## src/design/qph_pkg.sv

```systemverilog
// ----------------------------------------------------------------------------
// qph_pkg: shared types and constants of the quadratic probe hash table
// Field widths, action and status codes, slot tags and parameter defaults.
// ----------------------------------------------------------------------------
`default_nettype none

package qph_pkg;

    localparam int TABLE_SLOTS_DEF = 64;
    localparam int KEY_WIDTH_DEF   = 31;

    localparam int BUCKET_W  = 7;
    localparam int ACTION_W  = 2;
    localparam int STATUS_W  = 3;
    localparam int SLOT_W    = 6;
    localparam int PROBE_W   = 7;
    localparam int TAG_W     = 2;

    localparam logic [BUCKET_W-1:0] BUCKET_RESET = 7'd7;

    typedef logic [ACTION_W-1:0] action_t;
    typedef logic [STATUS_W-1:0] status_t;
    typedef logic [TAG_W-1:0]    tag_t;

    localparam action_t ACT_INSERT = 2'd0;
    localparam action_t ACT_DELETE = 2'd1;
    localparam action_t ACT_SEARCH = 2'd2;

    localparam status_t ST_INSERTED = 3'd0;
    localparam status_t ST_DELETED  = 3'd1;
    localparam status_t ST_FOUND    = 3'd2;
    localparam status_t ST_MISSING  = 3'd3;
    localparam status_t ST_FULL     = 3'd4;

    localparam tag_t TAG_EMPTY = 2'd0;
    localparam tag_t TAG_USED  = 2'd1;
    localparam tag_t TAG_GONE  = 2'd2;

endpackage

`default_nettype wire

```

## src/design/qph_req_if.sv

```systemverilog
// ----------------------------------------------------------------------------
// qph_req_if: request channel of the hash table
// Carries one table operation (action and key) with a valid/ready handshake.
// ----------------------------------------------------------------------------
`default_nettype none

interface qph_req_if #(
    parameter int KEY_WIDTH = qph_pkg::KEY_WIDTH_DEF
);
    logic                          valid;
    logic                          ready;
    logic [qph_pkg::ACTION_W-1:0]  action;
    logic [KEY_WIDTH-1:0]          key;

    modport source (output valid, output action, output key, input ready);
    modport sink   (input valid, input action, input key, output ready);
endinterface

`default_nettype wire

```

## src/design/qph_rsp_if.sv

```systemverilog
// ----------------------------------------------------------------------------
// qph_rsp_if: response channel of the hash table
// Carries the status, slot and probe count of one finished request.
// ----------------------------------------------------------------------------
`default_nettype none

interface qph_rsp_if;
    logic                          valid;
    logic                          ready;
    logic [qph_pkg::STATUS_W-1:0]  status;
    logic [qph_pkg::SLOT_W-1:0]    slot;
    logic [qph_pkg::PROBE_W-1:0]   probe_count;

    modport source (output valid, output status, output slot, output probe_count,
                    input ready);
    modport sink   (input valid, input status, input slot, input probe_count,
                    output ready);
endinterface

`default_nettype wire

```

## src/design/qph_cfg_if.sv

```systemverilog
// ----------------------------------------------------------------------------
// qph_cfg_if: configuration write channel of the hash table
// Carries the bucket count register write with a valid/ready handshake.
// ----------------------------------------------------------------------------
`default_nettype none

interface qph_cfg_if;
    logic                          valid;
    logic                          ready;
    logic [qph_pkg::BUCKET_W-1:0]  bucket_count;

    modport source (output valid, output bucket_count, input ready);
    modport sink   (input valid, input bucket_count, output ready);
endinterface

`default_nettype wire

```

## src/design/quadratic_probe_hash_table_top.sv

```systemverilog
// ----------------------------------------------------------------------------
// quadratic_probe_hash_table_top: open-addressed key table, quadratic probing
//
// Requests arrive on req (insert, delete or search of a key) and each one
// gives exactly one response on rsp: status, slot and probe count. The cfg
// channel writes bucket_count, the table size used as probing modulus; it is
// always ready. The user must write it only while no request is in flight;
// the block does not enforce this. After reset the slot memory is swept to
// empty, one slot per cycle; req is not ready during that sweep.
// A request is accepted, then its home slot is found (key mod size, one key
// bit per cycle through the shared reduce unit), then each probe is a
// registered memory read followed by a decision, and last the result is
// handed to the output register. An unknown action skips the home slot and
// the probes and goes straight to the output register with no probes.
// One request is worked on at a time. The response sits in an output
// register, so a stalled receiver does not stop the next request from being
// accepted; it only holds the finished one until the register frees up.
// ----------------------------------------------------------------------------
`default_nettype none

module quadratic_probe_hash_table_top #(
    parameter int TABLE_SLOTS = qph_pkg::TABLE_SLOTS_DEF,
    parameter int KEY_WIDTH   = qph_pkg::KEY_WIDTH_DEF
) (
    input  wire logic clk,
    input  wire logic rst_n,
    qph_req_if.sink   req,
    qph_rsp_if.source rsp,
    qph_cfg_if.sink   cfg
);
    import qph_pkg::*;

    localparam int IDX_W    = $clog2(TABLE_SLOTS);
    localparam int BIT_W    = $clog2(KEY_WIDTH);
    localparam int ROW_W    = TAG_W + KEY_WIDTH;
    localparam int SIZE_CAP = (TABLE_SLOTS < 127) ? TABLE_SLOTS : 127;

    typedef enum logic [2:0] {
        S_CLEAR,
        S_IDLE,
        S_MOD,
        S_READ,
        S_CHECK,
        S_FINISH
    } state_t;

    state_t                 state_reg, state_next;
    logic [BUCKET_W-1:0]    bucket_reg;
    action_t                action_reg, action_next;
    logic [KEY_WIDTH-1:0]   key_reg, key_next;
    logic [BUCKET_W-1:0]    idx_reg, idx_next;
    logic [BUCKET_W-1:0]    delta_reg, delta_next;
    logic [PROBE_W-1:0]     probe_reg, probe_next;
    logic [BIT_W-1:0]       bit_cnt_reg, bit_cnt_next;
    logic [IDX_W-1:0]       clr_cnt_reg, clr_cnt_next;
    status_t                res_status_reg, res_status_next;
    logic [SLOT_W-1:0]      res_slot_reg, res_slot_next;
    logic [PROBE_W-1:0]     res_probes_reg, res_probes_next;
    logic                   out_valid_reg, out_valid_next;
    status_t                out_status_reg, out_status_next;
    logic [SLOT_W-1:0]      out_slot_reg, out_slot_next;
    logic [PROBE_W-1:0]     out_probes_reg, out_probes_next;

    logic [BUCKET_W-1:0]    size;
    logic [BUCKET_W:0]      unit_in;
    logic [BUCKET_W-1:0]    unit_out;

    logic [ROW_W-1:0]       mem [TABLE_SLOTS];
    logic [ROW_W-1:0]       rd_row_reg;
    logic                   wr_en;
    logic [IDX_W-1:0]       wr_addr;
    logic [ROW_W-1:0]       wr_row;
    tag_t                   rd_tag;
    logic [KEY_WIDTH-1:0]   rd_key;
    logic [PROBE_W-1:0]     probe_inc;

    assign cfg.ready = 1'b1;
    assign req.ready = (state_reg == S_IDLE);

    assign rsp.valid       = out_valid_reg;
    assign rsp.status      = out_status_reg;
    assign rsp.slot        = out_slot_reg;
    assign rsp.probe_count = out_probes_reg;

    // Active size: zero acts as one, anything above the table acts as the table.
    always_comb
    begin
        if (bucket_reg == '0)
        begin
            size = BUCKET_W'(1);
        end
        else if (32'(bucket_reg) > SIZE_CAP)
        begin
            size = BUCKET_W'(SIZE_CAP);
        end
        else
        begin
            size = bucket_reg;
        end
    end

    // Shared reduce unit: the operand is below twice the size whenever the size is above one.
    always_comb
    begin
        case (state_reg)
            S_MOD:   unit_in = {idx_reg, key_reg[bit_cnt_reg]};
            S_READ:  unit_in = {1'b0, delta_reg} + (BUCKET_W + 1)'(2);
            S_CHECK: unit_in = {1'b0, idx_reg} + {1'b0, delta_reg};
            default: unit_in = '0;
        endcase
        if (unit_in >= {1'b0, size})
        begin
            unit_out = BUCKET_W'(unit_in - {1'b0, size});
        end
        else
        begin
            unit_out = BUCKET_W'(unit_in);
        end
    end

    assign rd_tag    = rd_row_reg[ROW_W-1 -: TAG_W];
    assign rd_key    = rd_row_reg[KEY_WIDTH-1:0];
    assign probe_inc = probe_reg + PROBE_W'(1);

    always_comb
    begin
        state_next      = state_reg;
        action_next     = action_reg;
        key_next        = key_reg;
        idx_next        = idx_reg;
        delta_next      = delta_reg;
        probe_next      = probe_reg;
        bit_cnt_next    = bit_cnt_reg;
        clr_cnt_next    = clr_cnt_reg;
        res_status_next = res_status_reg;
        res_slot_next   = res_slot_reg;
        res_probes_next = res_probes_reg;
        out_valid_next  = out_valid_reg && !rsp.ready;
        out_status_next = out_status_reg;
        out_slot_next   = out_slot_reg;
        out_probes_next = out_probes_reg;
        wr_en           = 1'b0;
        wr_addr         = IDX_W'(idx_reg);
        wr_row          = {TAG_USED, key_reg};

        unique case (state_reg)
            S_CLEAR:
            begin
                wr_en   = 1'b1;
                wr_addr = clr_cnt_reg;
                wr_row  = {TAG_EMPTY, {KEY_WIDTH{1'b0}}};
                if (clr_cnt_reg == IDX_W'(TABLE_SLOTS - 1))
                begin
                    state_next = S_IDLE;
                end
                else
                begin
                    clr_cnt_next = clr_cnt_reg + IDX_W'(1);
                end
            end
            S_IDLE:
            begin
                if (req.valid)
                begin
                    action_next  = req.action;
                    key_next     = req.key;
                    idx_next     = '0;
                    probe_next   = '0;
                    bit_cnt_next = BIT_W'(KEY_WIDTH - 1);
                    if (req.action == ACT_INSERT || req.action == ACT_DELETE ||
                        req.action == ACT_SEARCH)
                    begin
                        state_next = S_MOD;
                    end
                    else
                    begin
                        res_status_next = ST_MISSING;
                        res_slot_next   = '0;
                        res_probes_next = '0;
                        state_next      = S_FINISH;
                    end
                end
            end
            S_MOD:
            begin
                // Remainder accumulates MSB first; it ends as the home slot.
                idx_next = unit_out;
                if (bit_cnt_reg == '0)
                begin
                    // Offset step starts at -1 so the read cycle brings it to 2b+1.
                    delta_next = size - BUCKET_W'(1);
                    state_next = S_READ;
                end
                else
                begin
                    bit_cnt_next = bit_cnt_reg - BIT_W'(1);
                end
            end
            S_READ:
            begin
                delta_next = unit_out;
                state_next = S_CHECK;
            end
            S_CHECK:
            begin
                probe_next = probe_inc;
                if (action_reg == ACT_INSERT && rd_tag != TAG_USED)
                begin
                    wr_en           = 1'b1;
                    wr_row          = {TAG_USED, key_reg};
                    res_status_next = ST_INSERTED;
                    res_slot_next   = SLOT_W'(idx_reg);
                    res_probes_next = probe_inc;
                    state_next      = S_FINISH;
                end
                else if (action_reg != ACT_INSERT && rd_tag == TAG_EMPTY)
                begin
                    res_status_next = ST_MISSING;
                    res_slot_next   = '0;
                    res_probes_next = probe_inc;
                    state_next      = S_FINISH;
                end
                else if (action_reg != ACT_INSERT && rd_tag == TAG_USED &&
                         rd_key == key_reg)
                begin
                    if (action_reg == ACT_DELETE)
                    begin
                        wr_en           = 1'b1;
                        wr_row          = {TAG_GONE, rd_key};
                        res_status_next = ST_DELETED;
                    end
                    else
                    begin
                        res_status_next = ST_FOUND;
                    end
                    res_slot_next   = SLOT_W'(idx_reg);
                    res_probes_next = probe_inc;
                    state_next      = S_FINISH;
                end
                else if (probe_inc == PROBE_W'(size))
                begin
                    res_status_next = (action_reg == ACT_INSERT) ? ST_FULL : ST_MISSING;
                    res_slot_next   = '0;
                    res_probes_next = PROBE_W'(size);
                    state_next      = S_FINISH;
                end
                else
                begin
                    idx_next   = unit_out;
                    state_next = S_READ;
                end
            end
            S_FINISH:
            begin
                if (!out_valid_reg || rsp.ready)
                begin
                    out_valid_next  = 1'b1;
                    out_status_next = res_status_reg;
                    out_slot_next   = res_slot_reg;
                    out_probes_next = res_probes_reg;
                    state_next      = S_IDLE;
                end
            end
            default:
            begin
                state_next = S_IDLE;
            end
        endcase
    end

    always_ff @(posedge clk or negedge rst_n)
    begin
        if (!rst_n)
        begin
            state_reg      <= S_CLEAR;
            bucket_reg     <= BUCKET_RESET;
            action_reg     <= ACT_INSERT;
            key_reg        <= '0;
            idx_reg        <= '0;
            delta_reg      <= '0;
            probe_reg      <= '0;
            bit_cnt_reg    <= '0;
            clr_cnt_reg    <= '0;
            res_status_reg <= ST_INSERTED;
            res_slot_reg   <= '0;
            res_probes_reg <= '0;
            out_valid_reg  <= 1'b0;
            out_status_reg <= ST_INSERTED;
            out_slot_reg   <= '0;
            out_probes_reg <= '0;
        end
        else
        begin
            state_reg      <= state_next;
            action_reg     <= action_next;
            key_reg        <= key_next;
            idx_reg        <= idx_next;
            delta_reg      <= delta_next;
            probe_reg      <= probe_next;
            bit_cnt_reg    <= bit_cnt_next;
            clr_cnt_reg    <= clr_cnt_next;
            res_status_reg <= res_status_next;
            res_slot_reg   <= res_slot_next;
            res_probes_reg <= res_probes_next;
            out_valid_reg  <= out_valid_next;
            out_status_reg <= out_status_next;
            out_slot_reg   <= out_slot_next;
            out_probes_reg <= out_probes_next;
            if (cfg.valid)
            begin
                bucket_reg <= cfg.bucket_count;
            end
        end
    end

    // Slot memory: tag and key per row, one write and one registered read.
    always_ff @(posedge clk)
    begin
        if (wr_en)
        begin
            mem[wr_addr] <= wr_row;
        end
    end

    always_ff @(posedge clk)
    begin
        rd_row_reg <= mem[IDX_W'(idx_reg)];
    end

endmodule

`default_nettype wire

```

## src/flat_wrapper.sv

```systemverilog
// flat-port wrapper written by rule: the top's interface ports become plain ports
module quadratic_probe_hash_table_top_flat import qph_pkg::*;
#(
    parameter int TABLE_SLOTS = qph_pkg::TABLE_SLOTS_DEF,
    parameter int KEY_WIDTH   = qph_pkg::KEY_WIDTH_DEF
)
  (clk, rst_n, req_valid, req_action, req_key, req_ready, rsp_valid, rsp_status, rsp_slot, rsp_probe_count, rsp_ready, cfg_valid, cfg_bucket_count, cfg_ready);
  qph_req_if #(.KEY_WIDTH(KEY_WIDTH)) req_i ();
  qph_rsp_if rsp_i ();
  qph_cfg_if cfg_i ();
  input  wire logic clk;
  input  wire logic rst_n;
  input wire logic [$bits(req_i.valid)-1:0] req_valid;
  input wire logic [$bits(req_i.action)-1:0] req_action;
  input wire logic [$bits(req_i.key)-1:0] req_key;
  output wire logic [$bits(req_i.ready)-1:0] req_ready;
  output wire logic [$bits(rsp_i.valid)-1:0] rsp_valid;
  output wire logic [$bits(rsp_i.status)-1:0] rsp_status;
  output wire logic [$bits(rsp_i.slot)-1:0] rsp_slot;
  output wire logic [$bits(rsp_i.probe_count)-1:0] rsp_probe_count;
  input wire logic [$bits(rsp_i.ready)-1:0] rsp_ready;
  input wire logic [$bits(cfg_i.valid)-1:0] cfg_valid;
  input wire logic [$bits(cfg_i.bucket_count)-1:0] cfg_bucket_count;
  output wire logic [$bits(cfg_i.ready)-1:0] cfg_ready;
  assign req_i.valid = req_valid;
  assign req_i.action = req_action;
  assign req_i.key = req_key;
  assign req_ready = req_i.ready;
  assign rsp_valid = rsp_i.valid;
  assign rsp_status = rsp_i.status;
  assign rsp_slot = rsp_i.slot;
  assign rsp_probe_count = rsp_i.probe_count;
  assign rsp_i.ready = rsp_ready;
  assign cfg_i.valid = cfg_valid;
  assign cfg_i.bucket_count = cfg_bucket_count;
  assign cfg_ready = cfg_i.ready;
  quadratic_probe_hash_table_top #(.TABLE_SLOTS(TABLE_SLOTS), .KEY_WIDTH(KEY_WIDTH)) u_core (.clk(clk), .rst_n(rst_n), .req(req_i), .rsp(rsp_i), .cfg(cfg_i));
endmodule
```

## config.mk

```make
export PLATFORM = sky130hd
export DESIGN_NAME = quadratic_probe_hash_table_top_flat
export DESIGN_NICKNAME = d
export VERILOG_FILES = /design/src/design/qph_pkg.sv /design/src/design/qph_req_if.sv /design/src/design/qph_rsp_if.sv /design/src/design/qph_cfg_if.sv /design/src/design/quadratic_probe_hash_table_top.sv /design/src/flat_wrapper.sv
export SDC_FILE = /design/constraint.sdc
export NUM_CORES = 2
export LEC_CHECK = 0
export ABC_CLOCK_PERIOD_IN_PS = 6860
export BUFFER_PORTS_ARGS = -buffer_cell sky130_fd_sc_hd__buf_2
export CORE_UTILIZATION = 50
export DETAILED_ROUTE_END_ITERATION = 7
export GPL_TIMING_DRIVEN = 0
export PLACE_DENSITY = 0.65
export SETUP_SLACK_MARGIN = 0.02
export SLEW_MARGIN = 20
export SYNTH_ARGS = -nofsm -noshare
export SYNTH_HDL_FRONTEND = slang
export SYNTH_SLANG_ARGS = --single-unit
```

## constraint.sdc

```tcl
create_clock -name clk -period 6.86 [get_ports clk]
set_input_delay 0.343 -clock clk [delete_from_list [all_inputs] [get_ports clk]]
set_output_delay 0.343 -clock clk [all_outputs]
set_load 0.005 [all_outputs]
```

==> flow_summary.yaml <==
drt:
  drc_errors: 0
  drt-wirelength-per-cell_um: 34.2
  dr.pass1.iters: 6
  wl_um: 234000
  via_per_inst: 6.30
  drt_iter0_markers: 6563
  num_vias: 43100
  postRouteAntennaNets: 0
floorplan:
  rows: 153
  pin_count: 64
  fp.dieH_um: 421
  die-area_mm2: 0.177
  core_mm2: 0.174
  die_w_um: 421
  initial_core_util_pct: 50.4
sta:
  relSlewSlack_pct: 17.1
  fmax_mhz: 160
  setup_viol: 0
  drv_slew: 0
  fin_tns_setup_ns: 0
  min_period_ns: 6.24
  finalHoldViolations: 0
  fin_skew_ns: 0.0286
  period_share_pct: 91.0
  worst_pin_slew_ns: 1.24
  whs_ns: 0.318
  rsz0062_at_grt: "false"
global_route:
  grt_pass1_wl_um: 329000
  grt_pass1_vias: 42800
  antenna_found_initial: 27
  grt_max_degree: 66
  overflow: 0
  grt_usage_pct: 27.1
run:
  drv_cap: 0
worst_setup_path:
  cp.required_ns: 7.58
  reg2regPathDepth: 18
  path_delay_family: "buffers and inverters"
  crit_fanout: 10
  worstReg2RegStart: "u_core.idx_reg[1]"
  crit_path_max_incr_delay_ns: 0.87
  worstReg2RegEnd: "u_core.delta_reg[6]"
  cp_cell_sequence: "clkbuf_1 > buf_1 > clkbuf_1 > inv_1 > fa_1 > nor2b_1 > o21ai_0 > a21boi_0 > o21a_1 > nor3_1 > o31ai_1 > ha_1 > nand3_1 > nor2_1 > a211oi_1 > o211ai_1 > mux2i_1 > o221ai_1"
  crit_top_cell: "clkbuf_1"
  rrSetupSlack_ns: 0.62
  path_buf_inv: 4
  path_depth: 18
  cp.arrival_ns: 6.96
  critPathCaptureType: "flop"
  critPathLaunchType: "flop"
  critPathKind: "flop to flop"
  worst_path_max_delay_cell: "buf_1"
clock_network:
  clockBufferDepth: 3
  cts_made_buffers: 222
  cts_htree_levels: 4
  root_buffer: "clkbuf_16"
  cts_hold_buffers: 55
  cts.sinks: 2253
  cts_post_setup_buffers_inserted: 0
  ctsResizeCount: 0
  clk_pin_slew_ns: 0.07
  cts_tree: "yes"
  clock_latency_ns: 0.88
finish:
  fin_area_mm2: 0.102
  area.growth.synth_to_final_pct: 16.8
  drive_gt1_share_pct: 34.4
  regArea_mm2: 0.0668
  largest_reg_flops: 2112
  multiInputGateArea_mm2: 0.0205
  fillerInstances: 12200
  nNetsFinal: 4374
yosys:
  ys_ff_latch: 2253
  synth_cell_types: 64
  synth_edf_count: 2112
  syn_inst: 3755
  yosysWarnings: 0
  syn_avg_cell_area_um2: 23.3
  synthFlopType: "edfxtp_1"
  synth_nets: 3822
  async_flop_share_pct: 4.79
  synth_area_mm2: 0.0876
  ys_seq_area_share_pct: 76.3
power_and_ir_drop:
  seqPwrFrac_pct: 44.1
  p_int_mw: 29.3
  comb_power_share_pct: 26.6
  switching_power_mw: 13.3
  irDropWorstVdd_mv: 0.411
  pwr_density_cell_mw_per_mm2: 417
  p_clk_share_pct: 29.2
  p_leak_nw: 32.3
  swShare_pct: 31.2
worst_hold_path:
  hp-class: "input port to flop"
  min_to: "u_core.key_reg[23]"
  hp-start: "req_key[23]"
  holdPathStages: 3
placed_design:
  gp_congestion: 0.940
  dpl_cell_area_mm2: 0.0942
  numPortBuffers: 61
  dp_hpwl_um: 163000
status:
  status: "completed"
## synthesized netlist by cell type, drive strengths merged, types with 29 or more instances
cell / n / area share [%]
mux4: 700 / 18
buf: 88 / 0.49
xor2: 29 / 0.29
edfxtp: 2112 / 72
o21ai: 33 / 0.20
dfxtp: 33 / 0.75
mux2: 61 / 0.78
a22o: 39 / 0.39
dfrtp: 105 / 3.0
nor2: 70 / 0.30
nor3: 51 / 0.29
clkbuf: 113 / 0.48
nand2: 64 / 0.28
## layer usage
metal	wire length [um]	track usage (%)	vias to the layer above
met5	37	0	-
met4	12300	12.7	6
met3	23400	5.98	439
met2	107000	40.5	2329
met1	91400	38.3	23100
li1	-	-	17200
## worst register-to-register path, cell delays in order, from the launching register on
cell      delay (ns)
dfrtp_1         0.60
clkbuf_1        0.50
buf_1           0.87
clkbuf_1        0.73
inv_1           0.15
fa_1            0.46
nor2b_1         0.13
o21ai_0         0.12
a21boi_0        0.30
o21a_1          0.19
nor3_1          0.05
o31ai_1         0.39
ha_1            0.35
nand3_1         0.10
nor2_1          0.06
a211oi_1        0.20
o211ai_1        0.36
mux2i_1         0.38
o221ai_1        0.17
## worst max path at each step
stage	to	startpoint
after floorplan	u_core.mem[59][0]	u_core.key_reg[15]
after global placement	u_core.mem[27][9]	u_core.idx_reg[1]
after global routing	u_core.delta_reg[5]	u_core.idx_reg[1]
final	u_core.delta_reg[6]	u_core.idx_reg[1]
after detailed placement	u_core.delta_reg[6]	u_core.idx_reg[1]
after CTS	u_core.delta_reg[6]	u_core.idx_reg[1]
## cells by family (layout without fill, tap and decap cells)
logic type	after synthesis	after routing	synth area share, %
and+or+nand+nor	258	258	1.42
AOI/OAI and AO/OA	157	157	1.29
DFF	2253	2253	76.3
other	1	13	0.00428
xor gates and xnor gates	54	54	0.571
adders and majority gates	22	22	0.331
muxes	783	783	19.0
buffers and inverters	227	977	1.08
## area by class of cell
| type | count | area share [%] |
|---|---|---|
| Buffer | 201 | 0.867 |
| Multi-Input combinational cell | 1275 | 20.0 |
| Inverter | 26 | 0.0954 |
| Sequential cell | 2253 | 65.3 |
| Tap cell | 2325 | 2.84 |
| Clock buffer | 261 | 5.69 |
| Antenna cell | 12 | 0.0294 |
| Clock inverter | 161 | 1.63 |
| Timing Repair Buffer | 328 | 3.51 |
## cell usage in the layout, fill, tap and decap left out, types with 19 or more instances in the layout
cell type | netlist | layout
mux2i_1 | 22 | 22
clkinv_1 | 0 | 71
clkbuf_16 | 0 | 227
inv_1 | 26 | 26
nor2_4 | 0 | 32
edfxtp_1 | 2112 | 2112
a22o_4 | 0 | 27
dlygate4sd3_1 | 0 | 54
mux2_2 | 61 | 61
buf_6 | 2 | 23
dfxtp_1 | 33 | 33
clkbuf_2 | 0 | 22
bufinv_16 | 0 | 32
nand3_1 | 19 | 19
ha_1 | 20 | 20
dfrtp_1 | 105 | 105
buf_12 | 0 | 40
xnor2_1 | 23 | 23
nor2_1 | 69 | 37
xor2_1 | 29 | 29
buf_1 | 36 | 30
nand2_1 | 63 | 63
clkinv_2 | 0 | 39
a21oi_1 | 26 | 26
mux4_2 | 700 | 700
buf_4 | 4 | 129
buf_16 | 0 | 28
nor3_1 | 51 | 19
o21ai_0 | 32 | 32
buf_2 | 45 | 108
clkbuf_1 | 113 | 126
nor3_2 | 0 | 32
## through the flow
step / util (%) / power, mW / std cells / setup WS, ns
after floorplan: - / 24.8 / 3755 / 1.94
after global placement: 52.2 / 29.4 / 6141 / -2.39
after CTS: 58.8 / 42.6 / 6830 / 0.691
after detailed placement: 54.2 / 30.3 / 6353 / 0.703
after global routing: 58.8 / 43.8 / 6830 / 0.307
final: 58.8 / 42.7 / 6842 / 0.619
## power groups by stage
stage | combinational [mW] | sequential (mW) | clock [mW]
6_report | 11.4 | 18.8 | 12.5
5_1_grt | 11.8 | 18.9 | 13.1
4_1_cts | 11.2 | 18.8 | 12.6
3_5_place_dp | 11.2 | 19.1 | 0
3_3_place_gp | 9.94 | 19.4 | 0
2_1_floorplan | 5.78 | 19.0 | 0
Note: power is estimated with default switching activity, not from simulation.
